===== config.mk =====
export PLATFORM = sky130hd
export DESIGN_NAME = sha256_byte_stream_hasher_unit
export DESIGN_NICKNAME = d
export VERILOG_FILES = /design/src/sbsh_pkg.sv /design/src/sha256_byte_stream_hasher_unit.sv /design/src/sbsh_msg_buf.sv /design/src/sbsh_core.sv
export SDC_FILE = /design/constraint.sdc
export NUM_CORES = 2
export LEC_CHECK = 0
export BUFFER_PORTS_ARGS = -buffer_cell sky130_fd_sc_hd__buf_2
export CAP_MARGIN = 20
export CORE_MARGIN = 10
export CORE_UTILIZATION = 56
export DETAILED_ROUTE_END_ITERATION = 12
export PLACE_DENSITY = 0.79
export SYNTH_ARGS = -nofsm -noshare
export SYNTH_HDL_FRONTEND = slang
export SYNTH_SLANG_ARGS = --single-unit

===== constraint.sdc =====
create_clock -name clk -period 14.35 [get_ports clk]
set_clock_uncertainty 0.2 [all_clocks]
set_input_delay 1.435 -clock clk [delete_from_list [all_inputs] [get_ports clk]]
set_output_delay 1.435 -clock clk [all_outputs]
set_load 0.005 [all_outputs]

===== src/sbsh_pkg.sv =====
// ============================================================================
// SHA-256 byte stream hasher package
// Round constants, initial hash values, SHA-256 logic functions and the
// control structures passed between the hasher's submodules.
// ============================================================================
package sbsh_pkg;

    // Geometry of one message block
    localparam int unsigned WORD_W      = 32;
    localparam int unsigned BLOCK_BITS  = 512;
    localparam int unsigned DIGEST_WDS  = 8;
    localparam int unsigned ROUNDS      = 64;

    // Padding constants
    localparam logic [7:0] PAD_MARK     = 8'h80;
    localparam logic [7:0] PAD_ZERO     = 8'h00;
    localparam logic [5:0] LEN_POS      = 6'd56;
    localparam logic [5:0] FILL_LAST    = 6'd63;
    localparam logic [5:0] ROUND_LAST   = 6'd63;
    localparam logic [2:0] WORD_LAST    = 3'd7;

    // Initial hash values
    localparam logic [31:0] INIT_HASH [8] = '{
        32'h6a09e667, 32'hbb67ae85, 32'h3c6ef372, 32'ha54ff53a,
        32'h510e527f, 32'h9b05688c, 32'h1f83d9ab, 32'h5be0cd19
    };

    // Round constants
    localparam logic [31:0] ROUND_K [64] = '{
        32'h428a2f98, 32'h71374491, 32'hb5c0fbcf, 32'he9b5dba5,
        32'h3956c25b, 32'h59f111f1, 32'h923f82a4, 32'hab1c5ed5,
        32'hd807aa98, 32'h12835b01, 32'h243185be, 32'h550c7dc3,
        32'h72be5d74, 32'h80deb1fe, 32'h9bdc06a7, 32'hc19bf174,
        32'he49b69c1, 32'hefbe4786, 32'h0fc19dc6, 32'h240ca1cc,
        32'h2de92c6f, 32'h4a7484aa, 32'h5cb0a9dc, 32'h76f988da,
        32'h983e5152, 32'ha831c66d, 32'hb00327c8, 32'hbf597fc7,
        32'hc6e00bf3, 32'hd5a79147, 32'h06ca6351, 32'h14292967,
        32'h27b70a85, 32'h2e1b2138, 32'h4d2c6dfc, 32'h53380d13,
        32'h650a7354, 32'h766a0abb, 32'h81c2c92e, 32'h92722c85,
        32'ha2bfe8a1, 32'ha81a664b, 32'hc24b8b70, 32'hc76c51a3,
        32'hd192e819, 32'hd6990624, 32'hf40e3585, 32'h106aa070,
        32'h19a4c116, 32'h1e376c08, 32'h2748774c, 32'h34b0bcb5,
        32'h391c0cb3, 32'h4ed8aa4a, 32'h5b9cca4f, 32'h682e6ff3,
        32'h748f82ee, 32'h78a5636f, 32'h84c87814, 32'h8cc70208,
        32'h90befffa, 32'ha4506ceb, 32'hbef9a3f7, 32'hc67178f2
    };

    // Control to the message buffer
    typedef struct packed {
        logic       push;       // shift one byte into the block
        logic [7:0] data;       // byte to shift in
        logic       sched;      // advance the message schedule one word
    } buf_ctrl_t;

    // Control to the round core
    typedef struct packed {
        logic load;             // copy chain value into working variables
        logic round;            // run one compression round
        logic final_add;        // fold working variables into chain value
        logic init;             // restore initial hash values
    } core_ctrl_t;

    function automatic logic [31:0] big_sigma0(input logic [31:0] x);
        big_sigma0 = {x[1:0], x[31:2]} ^ {x[12:0], x[31:13]} ^ {x[21:0], x[31:22]};
    endfunction

    function automatic logic [31:0] big_sigma1(input logic [31:0] x);
        big_sigma1 = {x[5:0], x[31:6]} ^ {x[10:0], x[31:11]} ^ {x[24:0], x[31:25]};
    endfunction

    function automatic logic [31:0] small_sigma0(input logic [31:0] x);
        small_sigma0 = {x[6:0], x[31:7]} ^ {x[17:0], x[31:18]} ^ {3'b000, x[31:3]};
    endfunction

    function automatic logic [31:0] small_sigma1(input logic [31:0] x);
        small_sigma1 = {x[16:0], x[31:17]} ^ {x[18:0], x[31:19]} ^ {10'd0, x[31:10]};
    endfunction

    function automatic logic [31:0] choose(input logic [31:0] e, input logic [31:0] f,
                                           input logic [31:0] g);
        choose = (e & f) ^ (~e & g);
    endfunction

    function automatic logic [31:0] majority(input logic [31:0] a, input logic [31:0] b,
                                             input logic [31:0] c);
        majority = (a & b) ^ (a & c) ^ (b & c);
    endfunction

endpackage


===== src/sha256_byte_stream_hasher_unit.sv =====
// ============================================================================
// SHA-256 byte stream hasher
// Absorbs up to one message byte per item, compresses each full 64-byte block,
// pads on end of message and streams out the eight digest words.
// ============================================================================
// Usage:
//   Input stream s_axis: tdata = message byte, tuser = byte present,
//   tlast = end of message. Output stream m_axis: eight items per message,
//   tdata = digest word plus its index, tlast on the eighth word.
// Input: an item that neither completes a block nor ends the message is
//   taken with s_axis staying ready. The item that fills byte 64 of a block
//   starts the round core, which runs one round per cycle: 64 rounds plus
//   one chain update, and s_axis is not ready until the update is done.
// End of message: padding is pushed one byte per cycle, paused while a full
//   block compresses, through the same buffer: 0x80, zeros up to byte 56, a
//   step with no push to switch to the length, eight length bytes. One or two
//   blocks are compressed. Digest words follow, one per cycle unless stalled.
// Stall: while m_axis is stalled the word is held and no input is taken.
// Reset: chain value takes the initial hash values, fill and length clear,
//   and the block is ready for the first byte as soon as reset is released.
// ============================================================================
module sha256_byte_stream_hasher_unit
    import sbsh_pkg::*;
(
    input  logic        clk,
    input  logic        rst_n,
    input  logic        s_axis_tvalid,
    output logic        s_axis_tready,
    input  logic [7:0]  s_axis_tdata,   // [7:0] data_byte
    input  logic        s_axis_tuser,   // [0] has_byte
    input  logic        s_axis_tlast,   // end_of_message
    output logic        m_axis_tvalid,
    input  logic        m_axis_tready,
    output logic [39:0] m_axis_tdata,   // [31:0] digest_word, [34:32] word_index
    output logic        m_axis_tlast    // last_word
);

    typedef enum logic [2:0] {
        ST_IDLE,
        ST_ROUND,
        ST_FINAL,
        ST_PAD,
        ST_EMIT
    } state_t;

    typedef enum logic [1:0] {
        PH_MARK,
        PH_ZERO,
        PH_LEN
    } pad_phase_t;

    state_t      state_reg, state_next;
    pad_phase_t  phase_reg, phase_next;
    logic [5:0]  fill_reg, fill_next;
    logic [60:0] count_reg, count_next;
    logic [5:0]  round_reg, round_next;
    logic [2:0]  len_idx_reg, len_idx_next;
    logic        len_done_reg, len_done_next;
    logic        pad_active_reg, pad_active_next;
    logic [2:0]  word_reg, word_next;

    buf_ctrl_t   buf_ctrl;
    core_ctrl_t  core_ctrl;
    logic [31:0] sched_word;
    logic [31:0] digest_word;
    logic [63:0] bit_len;
    logic [7:0]  len_byte;

    // Message length in bits, big-endian byte select
    assign bit_len  = {count_reg, 3'b000};
    assign len_byte = bit_len[8 * (7 - int'(len_idx_reg)) +: 8];

    assign s_axis_tready = (state_reg == ST_IDLE);
    assign m_axis_tvalid = (state_reg == ST_EMIT);
    assign m_axis_tdata  = {5'd0, word_reg, digest_word};
    assign m_axis_tlast  = (word_reg == WORD_LAST);

    sbsh_msg_buf u_msg_buf (
        .clk        (clk),
        .ctrl       (buf_ctrl),
        .sched_word (sched_word)
    );

    sbsh_core u_core (
        .clk         (clk),
        .rst_n       (rst_n),
        .ctrl        (core_ctrl),
        .round_k     (ROUND_K[round_reg]),
        .sched_word  (sched_word),
        .word_sel    (word_reg),
        .digest_word (digest_word)
    );

    // Sequencer
    always_comb
    begin
        state_next      = state_reg;
        phase_next      = phase_reg;
        fill_next       = fill_reg;
        count_next      = count_reg;
        round_next      = round_reg;
        len_idx_next    = len_idx_reg;
        len_done_next   = len_done_reg;
        pad_active_next = pad_active_reg;
        word_next       = word_reg;
        buf_ctrl        = '0;
        core_ctrl       = '0;

        case (state_reg)
            ST_IDLE:
            begin
                if (s_axis_tvalid)
                begin
                    if (s_axis_tuser)
                    begin
                        buf_ctrl.push = 1'b1;
                        buf_ctrl.data = s_axis_tdata;
                        count_next    = count_reg + 61'd1;
                    end
                    pad_active_next = s_axis_tlast;
                    if (s_axis_tlast)
                    begin
                        phase_next    = PH_MARK;
                        len_idx_next  = 3'd0;
                        len_done_next = 1'b0;
                        state_next    = ST_PAD;
                    end
                end
            end

            ST_ROUND:
            begin
                core_ctrl.round = 1'b1;
                buf_ctrl.sched  = 1'b1;
                round_next      = round_reg + 6'd1;
                if (round_reg == ROUND_LAST)
                begin
                    state_next = ST_FINAL;
                end
            end

            ST_FINAL:
            begin
                core_ctrl.final_add = 1'b1;
                word_next           = 3'd0;
                if (!pad_active_reg)
                begin
                    state_next = ST_IDLE;
                end
                else if (len_done_reg)
                begin
                    state_next = ST_EMIT;
                end
                else
                begin
                    state_next = ST_PAD;
                end
            end

            ST_PAD:
            begin
                case (phase_reg)
                    PH_MARK:
                    begin
                        buf_ctrl.push = 1'b1;
                        buf_ctrl.data = PAD_MARK;
                        phase_next    = PH_ZERO;
                    end
                    PH_ZERO:
                    begin
                        if (fill_reg == LEN_POS)
                        begin
                            phase_next = PH_LEN;
                        end
                        else
                        begin
                            buf_ctrl.push = 1'b1;
                            buf_ctrl.data = PAD_ZERO;
                        end
                    end
                    PH_LEN:
                    begin
                        buf_ctrl.push = 1'b1;
                        buf_ctrl.data = len_byte;
                        len_idx_next  = len_idx_reg + 3'd1;
                        if (len_idx_reg == WORD_LAST)
                        begin
                            len_done_next = 1'b1;
                        end
                    end
                    default:
                    begin
                        phase_next = PH_MARK;
                    end
                endcase
            end

            ST_EMIT:
            begin
                if (m_axis_tready)
                begin
                    word_next = word_reg + 3'd1;
                    if (word_reg == WORD_LAST)
                    begin
                        core_ctrl.init  = 1'b1;
                        fill_next       = 6'd0;
                        count_next      = 61'd0;
                        pad_active_next = 1'b0;
                        state_next      = ST_IDLE;
                    end
                end
            end

            default:
            begin
                state_next = ST_IDLE;
            end
        endcase

        // Byte push; a full block starts the compression
        if (buf_ctrl.push)
        begin
            fill_next = fill_reg + 6'd1;
            if (fill_reg == FILL_LAST)
            begin
                core_ctrl.load = 1'b1;
                round_next     = 6'd0;
                state_next     = ST_ROUND;
            end
        end
    end

    always_ff @(posedge clk or negedge rst_n)
    begin
        if (!rst_n)
        begin
            state_reg      <= ST_IDLE;
            phase_reg      <= PH_MARK;
            fill_reg       <= 6'd0;
            count_reg      <= 61'd0;
            round_reg      <= 6'd0;
            len_idx_reg    <= 3'd0;
            len_done_reg   <= 1'b0;
            pad_active_reg <= 1'b0;
            word_reg       <= 3'd0;
        end
        else
        begin
            state_reg      <= state_next;
            phase_reg      <= phase_next;
            fill_reg       <= fill_next;
            count_reg      <= count_next;
            round_reg      <= round_next;
            len_idx_reg    <= len_idx_next;
            len_done_reg   <= len_done_next;
            pad_active_reg <= pad_active_next;
            word_reg       <= word_next;
        end
    end

`ifndef SYNTHESIS
    // Input and output sides never open at once
    assert property (@(posedge clk) disable iff (!rst_n)
        !(s_axis_tready && m_axis_tvalid))
        else $error("input ready while digest output is valid");

    // After the last digest word the block takes input again
    assert property (@(posedge clk) disable iff (!rst_n)
        (m_axis_tvalid && m_axis_tready && m_axis_tlast) |=> s_axis_tready)
        else $error("not ready after last digest word");

    // Digest output starts with the most significant word
    assert property (@(posedge clk) disable iff (!rst_n)
        $rose(m_axis_tvalid) |-> (m_axis_tdata[34:32] == 3'd0))
        else $error("digest does not start at word zero");

    // Chain update only follows the last round
    assert property (@(posedge clk) disable iff (!rst_n)
        (state_reg == ST_FINAL) |-> ($past(round_reg) == ROUND_LAST))
        else $error("chain update before all rounds ran");
`endif

endmodule


===== src/sbsh_msg_buf.sv =====
// ============================================================================
// SHA-256 message buffer
// 512-bit window that collects block bytes and then rolls as the
// 16-word message schedule during compression.
// ============================================================================
module sbsh_msg_buf
    import sbsh_pkg::*;
(
    input  logic        clk,
    input  buf_ctrl_t   ctrl,
    output logic [31:0] sched_word
);

    logic [BLOCK_BITS-1:0] win_reg;
    logic [BLOCK_BITS-1:0] win_next;
    logic [31:0]           w0;
    logic [31:0]           w1;
    logic [31:0]           w9;
    logic [31:0]           w14;
    logic [31:0]           w_new;

    // Schedule taps, word 0 is the oldest word in the window
    assign w0  = win_reg[511:480];
    assign w1  = win_reg[479:448];
    assign w9  = win_reg[223:192];
    assign w14 = win_reg[63:32];

    assign w_new      = small_sigma1(w14) + w9 + small_sigma0(w1) + w0;
    assign sched_word = w0;

    // Byte fill or schedule roll
    always_comb
    begin
        win_next = win_reg;
        if (ctrl.push)
        begin
            win_next = {win_reg[BLOCK_BITS-9:0], ctrl.data};
        end
        else if (ctrl.sched)
        begin
            win_next = {win_reg[BLOCK_BITS-WORD_W-1:0], w_new};
        end
    end

    always_ff @(posedge clk)
    begin
        win_reg <= win_next;
    end

endmodule


===== src/sbsh_core.sv =====
// ============================================================================
// SHA-256 round core
// Holds the chain value and the eight working variables; applies one
// compression round per cycle and the final chain update.
// ============================================================================
module sbsh_core
    import sbsh_pkg::*;
(
    input  logic        clk,
    input  logic        rst_n,
    input  core_ctrl_t  ctrl,
    input  logic [31:0] round_k,
    input  logic [31:0] sched_word,
    input  logic [2:0]  word_sel,
    output logic [31:0] digest_word
);

    logic [31:0] chain_reg [DIGEST_WDS];
    logic [31:0] chain_next [DIGEST_WDS];
    logic [31:0] v_reg [DIGEST_WDS];
    logic [31:0] v_next [DIGEST_WDS];
    logic [31:0] t1;
    logic [31:0] t2;

    // Round arithmetic, a..h are v_reg[0..7]
    assign t1 = v_reg[7] + big_sigma1(v_reg[4]) + choose(v_reg[4], v_reg[5], v_reg[6])
              + round_k + sched_word;
    assign t2 = big_sigma0(v_reg[0]) + majority(v_reg[0], v_reg[1], v_reg[2]);

    assign digest_word = chain_reg[word_sel];

    // Working variable update
    always_comb
    begin
        v_next = v_reg;
        if (ctrl.load)
        begin
            v_next = chain_reg;
        end
        else if (ctrl.round)
        begin
            v_next[0] = t1 + t2;
            v_next[1] = v_reg[0];
            v_next[2] = v_reg[1];
            v_next[3] = v_reg[2];
            v_next[4] = v_reg[3] + t1;
            v_next[5] = v_reg[4];
            v_next[6] = v_reg[5];
            v_next[7] = v_reg[6];
        end
    end

    // Chain value update
    always_comb
    begin
        chain_next = chain_reg;
        if (ctrl.init)
        begin
            chain_next = INIT_HASH;
        end
        else if (ctrl.final_add)
        begin
            for (int i = 0; i < DIGEST_WDS; i++)
            begin
                chain_next[i] = chain_reg[i] + v_reg[i];
            end
        end
    end

    always_ff @(posedge clk or negedge rst_n)
    begin
        if (!rst_n)
        begin
            chain_reg <= INIT_HASH;
        end
        else
        begin
            chain_reg <= chain_next;
        end
    end

    always_ff @(posedge clk)
    begin
        v_reg <= v_next;
    end

endmodule

## Word-level counts from Yosys, hierarchy flattened

Memory sizes are Yosys's and may differ from the RTL's.
Cells that the tools add are included.
W data, S select, Z words.

| operators by class | value |
|---|---|
| reductions and logical operators | 18 |
| equality and inequality tests | 20 |
| multiplexer cells | 65 |
| shift operators | 1 |
| $lt $le $gt $ge | 2 |
| add/subtract/negate cells | 24 |
| bitwise logic cells | 19 |

Operator list:

| kind | count |
|---|---|
| $mux W256 | 4 |
| $mux W512 | 2 |
| $add A32 B32 Y32 | 18 |
| $xor A32 B32 Y32 | 9 |
| $mux W61 | 4 |
| $and A32 B32 Y32 | 5 |
| $mux W32 | 4 |
| $pmux W61 S2 | 1 |
| $bmux W32 S3 | 1 |
| $shiftx A64 B7 Y8 | 1 |
| $add A61 B1 Y61 const B | 1 |
| $mux W6 | 7 |
| $mux W3 | 13 |
| $not A32 Y32 | 1 |
| $xor A32 B22 Y32 | 1 |
| $xor A32 B29 Y32 | 1 |
| $mux W9 | 3 |
| $pmux W9 S3 | 1 |
| $eq A6 B6 Y1 const B | 3 |
| $pmux W9 S2 | 1 |
| $reduce_bool A2 Y1 | 9 |
| $pmux W3 S5 | 1 |
| $reduce_and A5 Y1 | 3 |
| $mux W1 | 14 |
| 25 further kinds | 41 |

| word-level totals | value |
|---|---|
| bits in registers | 1110 |
| logic and storage cells | 176 |
| bits in read-only memories | 2048 |
| memories | 1 |
| output and inout port bits | 43 |
| bits of input ports | 14 |

Memories:

| memory | depth | width | rd ports | clocked after memory_dff | write ports | RTL line | source |
|---|---|---|---|---|---|---|---|
| (name not given) | 64 | 32 | 1 | 0 | 0 | sha256_byte_stream_hasher_unit.sv:88 | `.round_k (ROUND_K[round_reg]),` |

## Logic depth before layout (Yosys ltp)

| logic depth | value |
|---|---|
| depth in word-level cells | 9 |
| depth in mapped cells | 42 |
| depth with buffers taken out | 40 |

## Hierarchy

Synthesis repeated with hierarchy kept, for this count alone.

| second synthesis, totals | value |
|---|---|
| cell total of the unflattened synthesis | 7000 |
| area total of the unflattened synthesis | 77199.0 um2 |

Modules (own cells, without submodules):

| module | area each (um2) | sequential area each (um2) | times used | cells each |
|---|---|---|---|---|
| sbsh_core | 43489.2 | 14263.7 | 1 | 4352 |
| sbsh_msg_buf | 25763.5 | 15374.7 | 1 | 1634 |
| sha256_byte_stream_hasher_unit | 7946.4 | 2152.1 | 1 | 1014 |

## Worst setup path before layout

Ideal clock, no wire load.

| path | value |
|---|---|
| path type | input to register |
| start | in s_axis_tvalid |
| end | reg u_msg_buf.win_reg[0] (enable) |
| stages | 5 |
| library setup time | 970 ps |
| data required time | 13180 ps |
| buffers on the path | 2 |
| data arrival time | 13793 ps |
| setup slack | -614 ps |
| path through | and3_1 clkbuf_1 a21oi_1 clkbuf_1 nand2b_1 |

| on the way | value |
|---|---|
| longest elaborated chain between the ends | 3 |

Ends and longest elaborated chain:

| element | RTL line | source |
|---|---|---|
| from (decl) | sha256_byte_stream_hasher_unit.sv:27 | `input logic s_axis_tvalid,` |
| $mux W9 | sha256_byte_stream_hasher_unit.sv:112 | `if (s_axis_tvalid)` |
| $pmux W9 S2 | sha256_byte_stream_hasher_unit.sv:109 | `case (state_reg)` |
| $reduce_bool A2 Y1 (no line) | - |  |
| to (signal assigned) | sbsh_msg_buf.sv:47 | `win_reg <= win_next;` |
| to (decl) | sbsh_msg_buf.sv:14 | `logic [BLOCK_BITS-1:0] win_reg;` |

Every way passes these cells.
A chain may end at the register's enable or synchronous reset.

==> metrics.md <==
| Metric | Value |
|---|---|
| Gr usage total | 0.294 |
| RSZ-0062 raised after global routing | no |
| Final max-slew violation count | 0 |
| Ports | between 50 and 60 |
| Register area | 31800 um2 |
| Initial drt markers | 7250 |
| Area fraction of the dominant cell type after synthesis | 0.305 |
| Clk sinks | between 1000 and 1500 |
| Max rail drop VDD | ~99 uV |
| Endpoints failing hold | 0 |
| # resized after CTS | 0 |
| Dpl cells | around 9700 |
| Static Leakage | about 35 nW |
| Share of layout cells above drive strength 1 | 0.0751 |
| Syn. warnings | 0 |
| Detailed placement HPWL | 164000 um |
| Largest register FFs | 512 |
| CP startpoint kind | flop |
| Area grow syn2layout | 7.06% |
| Ys async rst share | 0.308 |
| Largest net degree at the start of global routing | roughly 230 |
| Avg Inst Size Synth | slightly above 9 um2 |
| DR vias/cell | just over 6 |
| Post-CTS setup buffers | 0 |
| Total number of vias | approximately 61000 |
| Post-route insts no fill | around 10000 |
| Final GP Congestion | a little over 1 |
| Area contributors post-synth | edfxtp_1, nand2_1, dfrtp_1 |
| Synth Cell Area | between 70000 and 80000 um2 |
| Net count reported at finish | 8652 |
| Initial antenna violation count | 2 |
| Global-route wire length before repair | 348000 um |
| Area leader, netlist | edfxtp_1 |
| Die Ht | roughly 390 um |
| Setup violators final | 0 |
| HP Class | reg2reg |
| Fin crit period | 9.80 ns |
| Hold slack | 0.302 ns |
| CP max-delay cell | dfrtp_1 |
| Routed len/inst | 23.0 um |
| Power Total | approximately 6.5 mW |
| Cell variety after synth | slightly below 90 |
| Register area share after synthesis | 0.420 |
| Clock Latency Late Sink | just under 0.8 ns |
| FILL cells | about 11000 |
| Initial Utilization | 0.565 |
| Count leader, synth | nand2_1 |
| IO Port Bufs | ~50 |
| Core ar. | roughly 130000 um2 |
| Register bit total from synthesis | ~1100 |
| Kind of critical path | reg2reg |
| # hold bufs at CTS | 0 |
| Final period util | 0.683 |
| Synthesized instance count | about 8000 |
| Post-DRT Antenna Nets | 0 |
| Vias in the first global route | between 50000 and 60000 |
| First-pass DRT Iterations | 7 |
| Synth Flop Type | edfxtp_1 |
| Clock buffer count from CTS | between 100 and 150 |
| Commonest cells in the netlist | nand2_1, edfxtp_1, a21oi_1 |
| Required time worst endpoint | ~15 ns |
| Cell mode on critical path | inv_1 |
| CP max stage delay | ~0.74 ns |
| Die area | between 150000 and 200000 um2 |
| Fin util | 0.605 |
| Fmax | slightly above 100 MHz |
| Status | finished clean |
| Die W | between 300 and 400 um |
| Critical Path Fanout Max | 17 |
| Clock slew at reported path FFs | approximately 0.060 ns |
| Post-route DRC | 0 |
| MaxCap Viol Count | 0 |
| # H-tree levels | 3 |
| Total routed wirelength | between 200000 and 250000 um |
| Multi-input combinational cell area | slightly above 40000 um2 |
| Post-synth EDFFs | between 700 and 800 |
| Worst EP arrival | ~10 ns |
| CP Capture Type | flop |
| PD cells | about 81 nW/um2 |
| Row Count | between 100 and 150 |
| Setup_tns | 0 ns |
| Tightest Pin Transition | between 1 and 1.5 ns |
| CTS tree | built |
| Slew headroom | 0.214 |
| Grt ovf | 0 |
| Deepest clock path buffer count | 3 |
| Root Buffer Master | clkbuf_16 |
==> final cells by class <==
| class | count | share of cell area |
|---|---|---|
| multi-input combinational | 6339 | 0.505 |
| sequential | 1110 | 0.393 |
| clock buffer | 163 | 0.0406 |
| tap | 1768 | 0.0273 |
| inverter | 346 | 0.0160 |
| timing repair buffer | 123 | 0.0110 |
| clock inverter | 58 | 0.00717 |
| antenna | 2 | 0.0000618 |
==> metal layers <==
| layer | vias to the layer above | part of all wire | GRT usage | wire length, um |
|---|---|---|---|---|
| met1 | 29800 | 0.39 | 0.386 | 89500 |
| li1 | 27900 | - | - | - |
| met4 | 0 | 0.057 | 0.151 | 13000 |
| met5 | - | 0 | 0 | 0 |
| met2 | 3013 | 0.46 | 0.469 | 105000 |
| met3 | 563 | 0.091 | 0.0494 | 20800 |
==> cells by family after synthesis <==
family	count (synthesis)	synth area share
compound gates	1607	0.129
buf+inv	801	0.0401
flops	1110	0.420
other cells	1	0.0000496
xor+xnor	631	0.0731
simple gates	3310	0.179
mux	163	0.0357
fa+ha+maj	623	0.122
==> placed cells by master, fill, tap and decap left out, types with 30 or more instances in the layout <==
cell	count
mux2_2	34
dfrtp_1	201
nand2_1	2346
buf_2	50
o211ai_1	33
inv_1	346
edfxtp_1	768
clkbuf_16	119
nand4_1	31
mux4_2	82
xor2_1	237
a21o_1	151
nand3_1	137
and3_1	38
or3_1	43
o21bai_1	57
o31ai_1	33
nor2_1	412
nor3_1	110
clkbuf_1	30
fa_1	195
a211oi_1	35
nand2b_1	58
nor2b_1	45
xnor2_1	394
buf_4	66
a21oi_1	516
mux2i_1	47
o21ai_0	484
ha_1	406
dfstp_2	136
o21a_1	56
a31oi_1	39
==> worst max-delay path: cells and delay by family (launching register included) <==
| family | cells | cell delay [ns] |
|---|---|---|
| compound gates | 19 | 4.12 |
| fa+ha+maj | 6 | 2.56 |
| simple gates | 6 | 0.90 |
| flops | 1 | 0.74 |
| buf+inv | 5 | 0.60 |
| xor+xnor | 1 | 0.25 |
| mux | 1 | 0.21 |
==> power by group <==
part	total, mW	switching [mW]	internal, mW
registers	3.40	0.000196	3.40
clock network	3.10	1.36	1.74
logic	0.0255	0.0228	0.00271
total	6.52	1.38	5.14
==> metrics by stage <==
step,setup slack [ns],instance area [um2]
CTS,4.74,80900
detailed placement,4.74,77100
finish,4.55,81000
floorplan,5.01,75600
global placement,4.84,77100
global route,3.95,80900
==> path summary, 6_finish.rpt <==
check                             start                 to  slack (ns)  cells after the start
max                        round_reg[1]  u_core.v_reg[253]        4.55                     38
min                         fill_reg[5]        fill_reg[5]        0.30                      1
max reg2reg                round_reg[1]  u_core.v_reg[253]        4.55                     38
min reg2reg                 fill_reg[5]        fill_reg[5]        0.30                      1
max in group asynchronous         rst_n       round_reg[3]       11.04                      3
min in group asynchronous         rst_n      count_reg[30]        0.49                      1
Power figures use the tool's default switching activity.
